$ cat config.mk
export PLATFORM = sky130hd
export DESIGN_NAME = ethernet_ethertype_classifier_top
export DESIGN_NICKNAME = d
export VERILOG_FILES = /design/src/sv/eec_pkg.sv /design/src/sv/ethernet_ethertype_classifier_top.sv
export SDC_FILE = /design/constraint.sdc
export NUM_CORES = 1
export LEC_CHECK = 0
export BUFFER_PORTS_ARGS = -buffer_cell sky130_fd_sc_hd__buf_2
export CORE_MARGIN = 3
export CORE_UTILIZATION = 40
export DETAILED_ROUTE_END_ITERATION = 6
export PLACE_DENSITY = 0.64
export SLEW_MARGIN = 20
export SYNTH_ARGS = -nofsm -noshare
export SYNTH_HDL_FRONTEND = slang
export SYNTH_SLANG_ARGS = --single-unit
$ cat constraint.sdc
create_clock -name clk -period 10 [get_ports clk]
set_clock_uncertainty 0.15 [all_clocks]
set_input_delay 1.5 -clock clk [delete_from_list [all_inputs] [get_ports clk]]
set_output_delay 1.5 -clock clk [all_outputs]
set_load 0.01 [all_outputs]
$ cat src/sv/eec_pkg.sv
`default_nettype none
// ----------------------------------------------------------------------------
// eec_pkg
// Shared types and constants for the EtherType classifier.
// ----------------------------------------------------------------------------
package eec_pkg;

	localparam int TABLE_ENTRIES = 8;
	localparam int ENTRY_W       = 16;
	localparam int REG_W         = 64;
	localparam int ADDR_W        = 5;

	localparam logic [15:0] MIN_TYPE    = 16'h0600;
	localparam logic [15:0] HEADER_LEN  = 16'd14;
	localparam logic [15:0] TYPE_OFFSET = 16'd12;
	localparam logic [15:0] DEST_END    = 16'd6;
	localparam logic [15:0] POS_MAX     = 16'hFFFF;

	typedef enum logic [1:0] {
		VERDICT_DISPATCH    = 2'd0,
		VERDICT_SHORT       = 2'd1,
		VERDICT_LOW_TYPE    = 2'd2,
		VERDICT_UNSUPPORTED = 2'd3
	} verdict_t;

	typedef enum logic [1:0] {
		REG_TABLE_LOW  = 2'd0,
		REG_TABLE_HIGH = 2'd1,
		REG_ENABLE     = 2'd2,
		REG_NONE       = 2'd3
	} reg_idx_t;

	// Pick the EtherType of one table entry out of the two table registers.
	function automatic logic [ENTRY_W-1:0] entry_type(
		input logic [REG_W-1:0] tbl_low,
		input logic [REG_W-1:0] tbl_high,
		input logic [2:0]       idx
	);
		logic [REG_W-1:0] sel;
		sel = idx[2] ? tbl_high : tbl_low;
		return sel[idx[1:0]*ENTRY_W +: ENTRY_W];
	endfunction

endpackage
`default_nettype wire

$ cat src/sv/ethernet_ethertype_classifier_top.sv
`default_nettype none
// ----------------------------------------------------------------------------
// ethernet_ethertype_classifier_top
// Ethernet II header parser with EtherType dispatch over an eight-entry table.
// ----------------------------------------------------------------------------
// Frame bytes enter one beat per cycle on the input channel, last_byte marking
// the final byte. The block captures the destination MAC (bytes 0..5), the
// source MAC (bytes 6..11) and the big-endian EtherType (bytes 12..13) and,
// on the last byte, emits exactly one verdict beat: dispatched (with the
// lowest enabled matching entry), too short (under 14 bytes), type below
// 0x0600, or no matching entry. Non-final bytes produce no output beat.
// Throughput is one byte per cycle; the last byte of a frame passes the input
// register, then its verdict is held in the result register. The only
// stall is a last byte waiting while the previous verdict is still held in
// the result register. The three totals wrap at 32 bits and show the counts
// including the frame of the current verdict. Table registers are written
// through the APB port at byte addresses 0x00 (entries 0..3), 0x08
// (entries 4..7) and 0x10 (enable bits); write them only while idle.
// ----------------------------------------------------------------------------
module ethernet_ethertype_classifier_top (
	input  wire logic                      clk,
	input  wire logic                      arst_n,
	// APB configuration port
	input  wire logic                      psel,
	input  wire logic                      penable,
	input  wire logic                      pwrite,
	input  wire logic [eec_pkg::ADDR_W-1:0] paddr,
	input  wire logic [eec_pkg::REG_W-1:0]  pwdata,
	output logic      [eec_pkg::REG_W-1:0]  prdata,
	output logic                           pready,
	// byte input channel
	input  wire logic                      in_valid,
	output logic                           in_ready,
	input  wire logic [7:0]                data_byte,
	input  wire logic                      last_byte,
	// verdict output channel
	output logic                           out_valid,
	input  wire logic                      out_ready,
	output logic      [1:0]                verdict,
	output logic      [2:0]                entry_index,
	output logic      [15:0]               frame_type,
	output logic      [47:0]               dest_mac,
	output logic      [47:0]               src_mac,
	output logic      [15:0]               payload_bytes,
	output logic      [31:0]               received_total,
	output logic      [31:0]               malformed_total,
	output logic      [31:0]               unsupported_total
);
	import eec_pkg::*;

	// configuration registers
	logic [REG_W-1:0]         tbl_low_q;
	logic [REG_W-1:0]         tbl_high_q;
	logic [TABLE_ENTRIES-1:0] enable_q;
	reg_idx_t                 wr_idx;
	logic                     wr_en;

	// input register
	logic       valid_s1;
	logic [7:0] byte_s1;
	logic       last_s1;
	logic       adv_s1;

	// frame state
	logic [15:0] pos_q;
	logic [47:0] dest_q;
	logic [47:0] src_q;
	logic [15:0] type_q;

	// counters
	logic [31:0] rx_cnt_q;
	logic [31:0] bad_cnt_q;
	logic [31:0] unsup_cnt_q;

	// result register
	logic        out_valid_q;
	verdict_t    verdict_q;
	logic [2:0]  index_q;
	logic [15:0] ftype_q;
	logic [47:0] dest_out_q;
	logic [47:0] src_out_q;
	logic [15:0] payload_q;

	// next-state logic
	logic [15:0] pos_nxt;
	logic [47:0] dest_nxt;
	logic [47:0] src_nxt;
	logic [15:0] type_nxt;
	logic        too_short;
	logic        low_type;
	logic        hit;
	logic [2:0]  hit_idx;
	verdict_t    verdict_nxt;
	logic        emit;

	// ---------------------------------------------------------------- APB
	assign pready = 1'b1;
	assign wr_idx = reg_idx_t'(paddr[ADDR_W-1:3]);
	assign wr_en  = psel && penable && pwrite && pready;

	always_ff @(posedge clk or negedge arst_n) begin
		if (!arst_n) begin
			tbl_low_q  <= '0;
			tbl_high_q <= '0;
			enable_q   <= '0;
		end else if (wr_en) begin
			case (wr_idx)
				REG_TABLE_LOW:  tbl_low_q  <= pwdata;
				REG_TABLE_HIGH: tbl_high_q <= pwdata;
				REG_ENABLE:     enable_q   <= pwdata[TABLE_ENTRIES-1:0];
				default:        ;
			endcase
		end
	end

	always_comb begin
		case (wr_idx)
			REG_TABLE_LOW:  prdata = tbl_low_q;
			REG_TABLE_HIGH: prdata = tbl_high_q;
			REG_ENABLE:     prdata = {{(REG_W-TABLE_ENTRIES){1'b0}}, enable_q};
			default:        prdata = '0;
		endcase
	end

	// ---------------------------------------------------------- handshakes
	// A non-final byte always drains; a final byte needs room in the
	// result register.
	assign adv_s1   = valid_s1 && (!last_s1 || !out_valid_q || out_ready);
	assign in_ready = !valid_s1 || adv_s1;
	assign emit     = adv_s1 && last_s1;

	always_ff @(posedge clk or negedge arst_n) begin
		if (!arst_n) begin
			valid_s1 <= 1'b0;
		end else if (in_ready) begin
			valid_s1 <= in_valid;
		end
	end

	always_ff @(posedge clk) begin
		if (in_ready && in_valid) begin
			byte_s1 <= data_byte;
			last_s1 <= last_byte;
		end
	end

	// ------------------------------------------------------ header capture
	always_comb begin
		pos_nxt  = (pos_q == POS_MAX) ? pos_q : pos_q + 16'd1;
		dest_nxt = dest_q;
		src_nxt  = src_q;
		type_nxt = type_q;
		if (pos_q < DEST_END) begin
			dest_nxt = {dest_q[39:0], byte_s1};
		end else if (pos_q < TYPE_OFFSET) begin
			src_nxt = {src_q[39:0], byte_s1};
		end else if (pos_q == TYPE_OFFSET) begin
			type_nxt = {byte_s1, type_q[7:0]};
		end else if (pos_q == TYPE_OFFSET + 16'd1) begin
			type_nxt = {type_q[15:8], byte_s1};
		end
	end

	// ------------------------------------------------------ classification
	// Scan from the top so the lowest enabled match is the one left standing.
	always_comb begin
		hit     = 1'b0;
		hit_idx = '0;
		for (int i = TABLE_ENTRIES - 1; i >= 0; i--) begin
			if (enable_q[i] && entry_type(tbl_low_q, tbl_high_q, 3'(i)) == type_nxt) begin
				hit     = 1'b1;
				hit_idx = 3'(i);
			end
		end
	end

	assign too_short = pos_nxt < HEADER_LEN;
	assign low_type  = type_nxt < MIN_TYPE;

	always_comb begin
		if (too_short) begin
			verdict_nxt = VERDICT_SHORT;
		end else if (low_type) begin
			verdict_nxt = VERDICT_LOW_TYPE;
		end else if (hit) begin
			verdict_nxt = VERDICT_DISPATCH;
		end else begin
			verdict_nxt = VERDICT_UNSUPPORTED;
		end
	end

	// ---------------------------------------------------------- frame state
	// Captures are fully overwritten before any frame long enough to use
	// them, so only the byte position needs reset and clearing.
	always_ff @(posedge clk or negedge arst_n) begin
		if (!arst_n) begin
			pos_q <= '0;
		end else if (adv_s1) begin
			pos_q <= last_s1 ? 16'd0 : pos_nxt;
		end
	end

	always_ff @(posedge clk) begin
		if (adv_s1) begin
			dest_q <= dest_nxt;
			src_q  <= src_nxt;
			type_q <= type_nxt;
		end
	end

	always_ff @(posedge clk or negedge arst_n) begin
		if (!arst_n) begin
			rx_cnt_q    <= '0;
			bad_cnt_q   <= '0;
			unsup_cnt_q <= '0;
		end else if (emit) begin
			case (verdict_nxt)
				VERDICT_SHORT,
				VERDICT_LOW_TYPE:    bad_cnt_q <= bad_cnt_q + 32'd1;
				VERDICT_UNSUPPORTED: begin
					rx_cnt_q    <= rx_cnt_q + 32'd1;
					unsup_cnt_q <= unsup_cnt_q + 32'd1;
				end
				default:             rx_cnt_q <= rx_cnt_q + 32'd1;
			endcase
		end
	end

	// ------------------------------------------------------ result register
	always_ff @(posedge clk or negedge arst_n) begin
		if (!arst_n) begin
			out_valid_q <= 1'b0;
		end else if (emit) begin
			out_valid_q <= 1'b1;
		end else if (out_ready) begin
			out_valid_q <= 1'b0;
		end
	end

	always_ff @(posedge clk) begin
		if (emit) begin
			verdict_q  <= verdict_nxt;
			index_q    <= (verdict_nxt == VERDICT_DISPATCH) ? hit_idx : 3'd0;
			ftype_q    <= too_short ? 16'd0 : type_nxt;
			dest_out_q <= too_short ? 48'd0 : dest_nxt;
			src_out_q  <= too_short ? 48'd0 : src_nxt;
			payload_q  <= too_short ? 16'd0 : pos_nxt - HEADER_LEN;
		end
	end

	// Counters change only when a new verdict loads, so they drive the
	// totals directly.
	assign out_valid         = out_valid_q;
	assign verdict           = verdict_q;
	assign entry_index       = index_q;
	assign frame_type        = ftype_q;
	assign dest_mac          = dest_out_q;
	assign src_mac           = src_out_q;
	assign payload_bytes     = payload_q;
	assign received_total    = rx_cnt_q;
	assign malformed_total   = bad_cnt_q;
	assign unsupported_total = unsup_cnt_q;

endmodule
`default_nettype wire
* Yosys cells after proc, flatten, opt, wreduce, memory -nomap -nowiden
Index checks and enable logic that the tools add are counted.
** Storage, ports and cells
- Register bits :: 504
- Input port bits :: 85
- Output and inout bits :: 296
- Word-level logic and storage cells :: 111
** Operators by class
- Add/sub/neg operators :: 5
- Magnitude comparators :: 4
- Equality and inequality tests :: 16
- Muxes and demuxes :: 30
- Bitwise gates (word level) :: 2
- Reductions and logical operators :: 32
** Operators by type and width (count)
- $pmux W64 S3 :: 1
- $mux W48 :: 3
- $eq A16 B16 Y1 :: 8
- $add A32 B1 Y32 const B :: 3
- $mux W16 :: 5
- $eq A16 B4 Y1 const B :: 2
- $lt A16 B4 Y1 const B :: 2
- $add A16 B1 Y16 const B :: 1
- $eq A16 B16 Y1 const B :: 1
- $lt A16 B11 Y1 const B :: 1
- $lt A16 B3 Y1 const B :: 1
- $sub A16 B4 Y16 const B :: 1
- $logic_and A1 B1 Y1 :: 13
- $mux W3 :: 4
- $reduce_and A2 Y1 :: 6
- $mux W1 :: 11
- $mux W2 :: 5
- $mux W8 :: 1
- $eq A2 B2 Y1 const B :: 3
- $reduce_or A5 Y1 :: 1
- $eq A2 B1 Y1 const B :: 2
- $logic_not A2 Y1 :: 2
- $reduce_or A2 Y1 :: 2
- $logic_not A1 Y1 :: 3
- 4 further kinds :: 7

* Longest topological paths before layout
Gate-level depths: netlist (run 1).
- Depth in word-level cells :: 22
- Mapped depth :: 24
- Depth with buffers taken out :: 20

* Worst setup path before layout (run 1)
OpenSTA, ideal clock, no wires.
- Kind :: input-to-reg
- From :: in out_ready
- To :: reg bad_cnt_q[31] (netlist: malformed_total[31])
- Library setup time :: 0.079 ns
- Arrival :: 9.248 ns
- Data required time :: 9.771 ns
- Slack :: 0.523 ns
- Stages :: 9
- Path buffers :: 0
- Cell sequence :: nor2b_1 > nor2_1 > and4_1 > nand3_1 > nor3_1 > and2_1 > nand3_1 > nor2_1 > xor2_1
** Between the ends
- Word-level cells in the longest chain between the ends :: 4
** RTL lines
- start, declared :: RTL line ethernet_ethertype_classifier_top.sv:38 : input wire logic out_ready,
- $logic_or A1 B1 Y1 :: RTL line ethernet_ethertype_classifier_top.sv:128 : assign adv_s1 = valid_s1 && (!last_s1 || !out_valid_q || out_ready);
- $logic_and A1 B1 Y1 :: RTL line ethernet_ethertype_classifier_top.sv:128
- $logic_and A1 B1 Y1 :: RTL line ethernet_ethertype_classifier_top.sv:130 : assign emit = adv_s1 && last_s1;
- via emit :: RTL line ethernet_ethertype_classifier_top.sv:94 : logic emit;
- $reduce_and A2 Y1 (no source line)
- end signal, assigned :: RTL line ethernet_ethertype_classifier_top.sv:219 : VERDICT_LOW_TYPE: bad_cnt_q <= bad_cnt_q + 32'd1;
- end, declared :: RTL line ethernet_ethertype_classifier_top.sv:72 : logic [31:0] bad_cnt_q;
The timed path passes the listed nets, and every way through them passes these cells.
A chain may end at the register's enable or synchronous reset.

* Worst setup path in the final report (run 1)
- From :: reg pos_q[14]
- To :: reg rx_cnt_q[30] (netlist: received_total[30])
** Between the ends
- Word-level cells in the longest chain between the ends :: 22
- Elaborated cells on any way between the ends :: 45
- Classes of those cells :: add/sub: 1; order compare: 4; eq/ne: 13; mux: 16; bitwise: 1; reduce/logical: 10
** RTL lines
- start, declared :: RTL line ethernet_ethertype_classifier_top.sv:65 : logic [15:0] pos_q;
- start signal, assigned :: RTL line ethernet_ethertype_classifier_top.sv:199 : pos_q <= last_s1 ? 16'd0 : pos_nxt;
- branches (longest 17 deep; another with $lt A16 B4 Y1)
- $mux W2 * :: RTL line ethernet_ethertype_classifier_top.sv:181 : if (too_short) begin
- $eq A2 B1 Y1 or $eq A2 B2 Y1 (tied branches) :: RTL line ethernet_ethertype_classifier_top.sv:217 : case (verdict_nxt)
- $reduce_or A2 Y1 * :: RTL line ethernet_ethertype_classifier_top.sv:217
- $not A1 Y1 (no source line) *
- $reduce_and A2 Y1 (no source line) *
- end signal, assigned :: RTL line ethernet_ethertype_classifier_top.sv:221 : rx_cnt_q <= rx_cnt_q + 32'd1;
- end signal, assigned :: RTL line ethernet_ethertype_classifier_top.sv:224 : default: rx_cnt_q <= rx_cnt_q + 32'd1;
- end, declared :: RTL line ethernet_ethertype_classifier_top.sv:71 : logic [31:0] rx_cnt_q;
Mark *: on every way between the ends.

==> results_dict.tcl, run 1 <==
set metrics [dict create \
    dp_cells 3149 \
    area_growth_pct 18.1 \
    rows 90 \
    crit_chain "nor4_4 -> nand4_1 -> mux2i_1 -> o22ai_1 -> a2111oi_0 -> a21oi_1 -> and4b_4 -> a21oi_1 -> ha_1 -> nor3_2 -> nand4_1 -> nor2_1 -> and2_1 -> nand4_1 -> nor2_1 -> nand2_1 -> xnor2_1" \
    synth_cell_types 83 \
    dp_hpwl_um 52100 \
    maxSlewViolCount 0 \
    synth_mux_area_frac 0.127 \
    syn_nets 2169 \
    slew_headroom 0.269 \
    cts_hold_buf 0 \
    tns_ps 0 \
    cts_inserted_buffers 55 \
    slowest_stage "mux2i_1" \
    fin_total_pwr_w 0.00572 \
    synth_compound_area_frac 0.0634 \
    die_y_um 255 \
    grt_max_degree 98 \
    synth_top_family_by_area "simple AND/OR/NAND/NOR gates" \
    wl_per_cell_um 22.8 \
    cts_setup_buffers 0 \
    drt-initial-drc-count 1480 \
    clock_latency_ps 620 \
    ant_nets 0 \
    post-synth-top-count-cell "edfxtp_1" \
    synth_flop_cell "edfxtp_1" \
    endpoint_kind "register" \
    initial_core_util 0.408 \
    syn-instance-count 2076 \
    grt_pass1_vias 18200 \
    antenna_found_initial 12 \
    max-cap-violations 0 \
    wl_um 74300 \
    cts_resized 0 \
    via_count 18000 \
    worst_hold_path_type "register to register" \
    die_w_um 255 \
    crit_fanout 10 \
    fin_crit_ps 7130 \
    grt_overflow_total 0 \
    fin_util 0.482 \
    avgSynthCellArea_um2 11.9 \
    setup_viol 0 \
    fin_cells 3262 \
    yosys.area.top_type_share 0.307 \
    crit_buf_inv 0 \
    synth-xor-area-share 0.0861 \
    synth_edf_count 254 \
    grt_pass1_wl_um 112000 \
    pin_count 381 \
    synth_area_leaders "edfxtp_1, dfrtp_1, mux2_2" \
    yosys.area_share.simple 0.131 \
    max-vdd-ir-drop_uv 123 \
    drive_gt1_frac 0.295 \
    routabilityCongestion 0.951 \
    first_pass_iters 7 \
    cpMostUsedCell "nand4_1" \
    yosys_warnings 0 \
    core_mm2 0.0608 \
    p_per_area_mw_per_mm2 195 \
    clk_pin_slew_worst_paths_ps 60 \
    worstMarginPinSlew_ps 1070 \
    synth_fa_ha_area_frac 0.00403 \
    arrival_ps 7480 \
    portBuffers 376 \
    async_reset_ff_frac 0.496 \
    clock_path_buffers 3 \
    critPathMaxStageDelay_ps 950 \
    ys_seq_area_frac 0.560 \
    track_usage 0.224 \
    netlist_area_mm2 0.0248 \
    yosys_register_bits 504 \
    power_leakage_nw 12.4 \
    startpoint_type "register" \
    route.detailed.drc 0 \
    crit_required_ps 10350 \
    numClockSinks 504 \
    rsz0062_at_grt "false" \
    fin_crit_sh 0.713 \
    clock.fmax_ghz 0.140 \
    via_per_inst 5.52 \
    yosysTopAreaCell "edfxtp_1" \
    critPathTopFamily "simple AND/OR/NAND/NOR gates" \
    htreeDepth 2 \
    status "finished, final reports clean" \
    cts_root_buffer "clkbuf_16" \
    worstSetupPathType "register to register" \
    nNetsFinal 2518 \
    hold_ws_ps 322 \
    cts_tree "done" \
    fillers 5489 \
    synth_commonest_cells "edfxtp_1, dfrtp_1, mux2_2, xnor2_1" \
    die_area_mm2 0.0650 \
    finalHoldViolations 0 \
]
-- area by class of cell --
type | instances | area (µm²) | area share
Clock buffer | 77 | 1560 | 0.0532
Sequential cell | 504 | 13900 | 0.474
Tap cell | 782 | 978 | 0.0334
Clock inverter | 26 | 253 | 0.00862
Timing Repair Buffer | 405 | 2130 | 0.0726
Multi-Input combinational cell | 1398 | 10200 | 0.350
Antenna cell | 9 | 22.5 | 0.000769
Inverter | 61 | 231 | 0.00790
-- metal layers --
| metal | GRT usage | vias up | wire, µm |
|---|---|---|---|
| met3 | 0.0497 | 141 | 5480 |
| met1 | 0.302 | 9036 | 31900 |
| li1 | - | 8157 | - |
| met5 | 0 | - | 39 |
| met4 | 0.0821 | 6 | 2300 |
| met2 | 0.357 | 670 | 34500 |
-- sequential cells by signal (all words and copies together) (netlist names), 16 cells and up --
| register | flops |
|---|---|
| src_mac | 48 |
| src_q | 48 |
| dest_q | 48 |
| frame_type | 16 |
| type_q | 16 |
| unsupported_total | 32 |
| tbl_low_q | 64 |
| pos_q | 16 |
| dest_mac | 48 |
| malformed_total | 32 |
| tbl_high_q | 64 |
| received_total | 32 |
| payload_bytes | 16 |
-- layout by cell type (no fill, tap or decap), types with 20 or more instances in the layout --
master,synthesis,final
a21oi_1,36,36
and3_1,32,32
buf_2,24,374
buf_4,4,28
clkbuf_16,0,55
dfrtp_1,250,250
edfxtp_1,254,254
inv_1,59,58
mux2_2,206,206
mux2i_1,78,78
nand2_1,138,137
nand3_1,63,63
nand4_1,35,35
nor2_1,138,137
nor2b_1,104,104
nor3_1,26,24
nor4_1,20,20
o21ai_0,89,89
xnor2_1,154,154
xor2_1,88,88
-- path summary, 6_finish.rpt --
check	from	to	slack [ps]	depth (start not counted)
min reg2reg	unsupported_total[31]$_DFFE_PN0P_	unsupported_total[31]$_DFFE_PN0P_	320	1
min in group asynchronous	arst_n	unsupported_total[5]$_DFFE_PN0P_	780	1
min	unsupported_total[31]$_DFFE_PN0P_	unsupported_total[31]$_DFFE_PN0P_	320	1
max reg2reg	pos_q[14]$_DFFE_PN0P_	received_total[30]$_DFFE_PN0P_	2870	17
max in group asynchronous	arst_n	malformed_total[29]$_DFFE_PN0P_	7400	2
max	pos_q[14]$_DFFE_PN0P_	received_total[30]$_DFFE_PN0P_	2870	17
-- per-stage QoR --
step	setup slack [ps]	instance area, µm²
floorplan	523	24800
global placement	2740	27400
detailed placement	2590	27400
CTS	2540	29300
global route	2410	29300
finish	2870	29300
-- kinds of logic (layout without fill, tap and decap cells) --
group	count (synthesis)	in the layout
AO/OA/AOI/OAI	240	240
XOR/XNOR	243	243
adder cells (fa/ha/maj)	8	8
buffers and inverters	174	569
flip-flops	504	504
multiplexers	288	288
other	1	10
AND/OR/NAND/NOR	618	618
-- power by group --
| group | internal, W | total (W) | switching, W |
|---|---|---|---|
| clock network | 0.00119 | 0.00205 | 0.000858 |
| logic | 0.000445 | 0.000925 | 0.000480 |
| registers | 0.00244 | 0.00275 | 0.000307 |
-- worst reg2reg max path: stages (launching register included) --
cell and delay (ps):
dfrtp_1 470, nor4_4 590, nand4_1 770, mux2i_1 950
o22ai_1 160, a2111oi_0 860, a21oi_1 240, and4b_4 280
a21oi_1 150, ha_1 370, nor3_2 550, nand4_1 220
nor2_1 240, and2_1 280, nand4_1 270, nor2_1 230
nand2_1 90, xnor2_1 130
Power figures use the tool's default switching activity.
==> inputs of run 2 (changes only) <==
==> constraint.sdc (replaced) <==
create_clock -name clk -period 6.6 [get_ports clk]
set_clock_uncertainty 0.15 [all_clocks]
set_input_delay 0.99 -clock clk [delete_from_list [all_inputs] [get_ports clk]]
set_output_delay 0.99 -clock clk [all_outputs]
set_load 0.01 [all_outputs]
==> results_dict.tcl, run 2 (same netlist as run 1, synthesis figures left out) <==
set metrics [dict create \
    setup_viol 0 \
    worst_hold_path_type "primary input to async pin" \
    ant_nets 0 \
    p_per_area_mw_per_mm2 300 \
    drive_gt1_frac 0.306 \
    wl_per_cell_um 23.2 \
    clock.fmax_ghz 0.166 \
    cts_setup_buffers 0 \
    clock_latency_ps 610 \
    area_growth_pct 19.9 \
    final_common_cell "buf_2" \
    reg2reg_from "pos_q[14]$_DFFE_PN0P_" \
    first_pass_iters 6 \
    htreeDepth 2 \
    grt_pass1_wl_um 114000 \
    drt-initial-drc-count 1423 \
    highest_layer "met5" \
    final_cell_mix "buf_2, edfxtp_1, dfrtp_1" \
    endpoint_kind "register" \
    track_usage 0.229 \
    antenna_found_initial 11 \
    fin_crit_ps 6010 \
    pin_count 381 \
    setup_ws_ps 590 \
    numClockSinks 504 \
    rsz0062_at_grt "false" \
    worstSetupPathType "register to register" \
    rows 90 \
    startpoint "pos_q[14]$_DFFE_PN0P_" \
    via_count 18300 \
    slowest_stage "mux2i_2" \
    initial_core_util 0.408 \
    maxSlewViolCount 0 \
    rr_worst_depth 20 \
    wl_met2_um 35700 \
    max-cap-violations 0 \
    status "finished, final reports clean" \
    tns_ps 0 \
    arrival_ps 6340 \
    crit_required_ps 6930 \
    slew_headroom 0.294 \
    dp_hpwl_um 54500 \
    wl_um 76300 \
    portBuffers 376 \
    cpMostUsedCell "buf_4" \
    hold_ws_ps 202 \
    critPathMaxStageDelay_ps 780 \
    power_leakage_nw 12.7 \
    via_per_inst 5.55 \
    max-vdd-ir-drop_uv 176 \
    cts_tree "done" \
    die_w_um 255 \
    crit_chain "nor4_4 -> nand4_1 -> mux2i_2 -> xor2_1 -> nand4_1 -> or4_4 -> and4b_4 -> a21oi_1 -> ha_1 -> nor3_1 -> buf_4 -> buf_4 -> nand3_1 -> nor2_1 -> nand3_1 -> buf_4 -> nor3_1 -> buf_4 -> nand3_1 -> xnor2_1" \
    route.detailed.drc 0 \
    drt-met1-wl_um 32600 \
    cts_resized 0 \
    startpoint_type "register" \
    finalHoldViolations 0 \
    clock_path_buffers 3 \
    die_area_mm2 0.0650 \
    wl_met3_um 5530 \
    worstMarginPinSlew_ps 1060 \
    routabilityCongestion 0.948 \
    fin_util 0.489 \
    fin_total_pwr_w 0.00892 \
    cts_hold_buf 0 \
    grt_pass1_vias 18100 \
    cts_inserted_buffers 56 \
    core_mm2 0.0608 \
    fin_crit_sh 0.911 \
    grt_max_degree 170 \
    crit_fanout 7 \
    clk_pin_slew_worst_paths_ps 60 \
    cts_root_buffer "clkbuf_16" \
    nNetsFinal 2553 \
    grt_overflow_total 0 \
    die_y_um 255 \
    reg_top3 "tbl_high_q x64, tbl_low_q x64" \
    dpl_worst_slack_ps 558 \
]
## run 2: cell types whose count changed in the layout (fill, tap and decap cells not counted), moves of 2 or more
| cell | change |
|---|---|
| diode_2 | -2 |
| clkbuf_8 | -3 |
| clkbuf_1 | -5 |
| buf_4 | +33 |
| clkinvlp_4 | -2 |
| buf_12 | +2 |
| clkbuf_16 | +4 |
| clkinv_2 | +3 |
| bufinv_16 | +4 |
## run 2: area by class of cell
| type | count | area, µm² |
|---|---|---|
| Fill cell | 5524 | 31100 |
| Sequential cell | 504 | 13900 |
| Multi-Input combinational cell | 1398 | 10200 |
| Timing Repair Buffer | 439 | 2400 |
| Clock buffer | 73 | 1600 |
| Tap cell | 782 | 978 |
| Clock inverter | 31 | 375 |
| Inverter | 61 | 231 |
| Antenna cell | 7 | 17.5 |
## run 2: where the power goes
| part | total, W | internal (W) | switching (W) |
|---|---|---|---|
| clock | 0.00332 | 0.00202 | 0.00130 |
| combinational | 0.00142 | 0.000684 | 0.000736 |
| sequential | 0.00419 | 0.00370 | 0.000482 |
| total | 0.00892 | 0.00641 | 0.00251 |
## run 2: worst max-delay path, delay by kind of cell, from the launching register on
| family | cells | cell delay, ps |
|---|---|---|
| simple gates | 11 | 2980 |
| mux | 1 | 780 |
| buf+inv | 4 | 640 |
| flops | 1 | 470 |
| xor+xnor | 2 | 350 |
| fa+ha+maj | 1 | 350 |
| compound gates | 1 | 150 |
## run 2: worst paths after layout
check	end	slack [ps]
setup / recovery	received_total[29]$_DFFE_PN0P_	590
hold / removal	unsupported_total[29]$_DFFE_PN0P_	200
setup reg to reg	received_total[29]$_DFFE_PN0P_	590
hold reg to reg	received_total[31]$_DFFE_PN0P_	310
max in group asynchronous	malformed_total[3]$_DFFE_PN0P_	4700
min in group clk	received_total[31]$_DFFE_PN0P_	310
## run 2: metrics by stage
stage	cells	instance area, µm²
after global routing	3294	29700
after CTS	3288	29700
after floorplan	2076	24800
after detailed placement	3184	27700
final	3295	29700
after global placement	3184	27700
## run 2: metal layers
layer  GRT usage  vias up
met4      0.0836        4
met1       0.312     9194
met5           0        -
met2       0.368      726
li1            -     8221
met3      0.0448      135
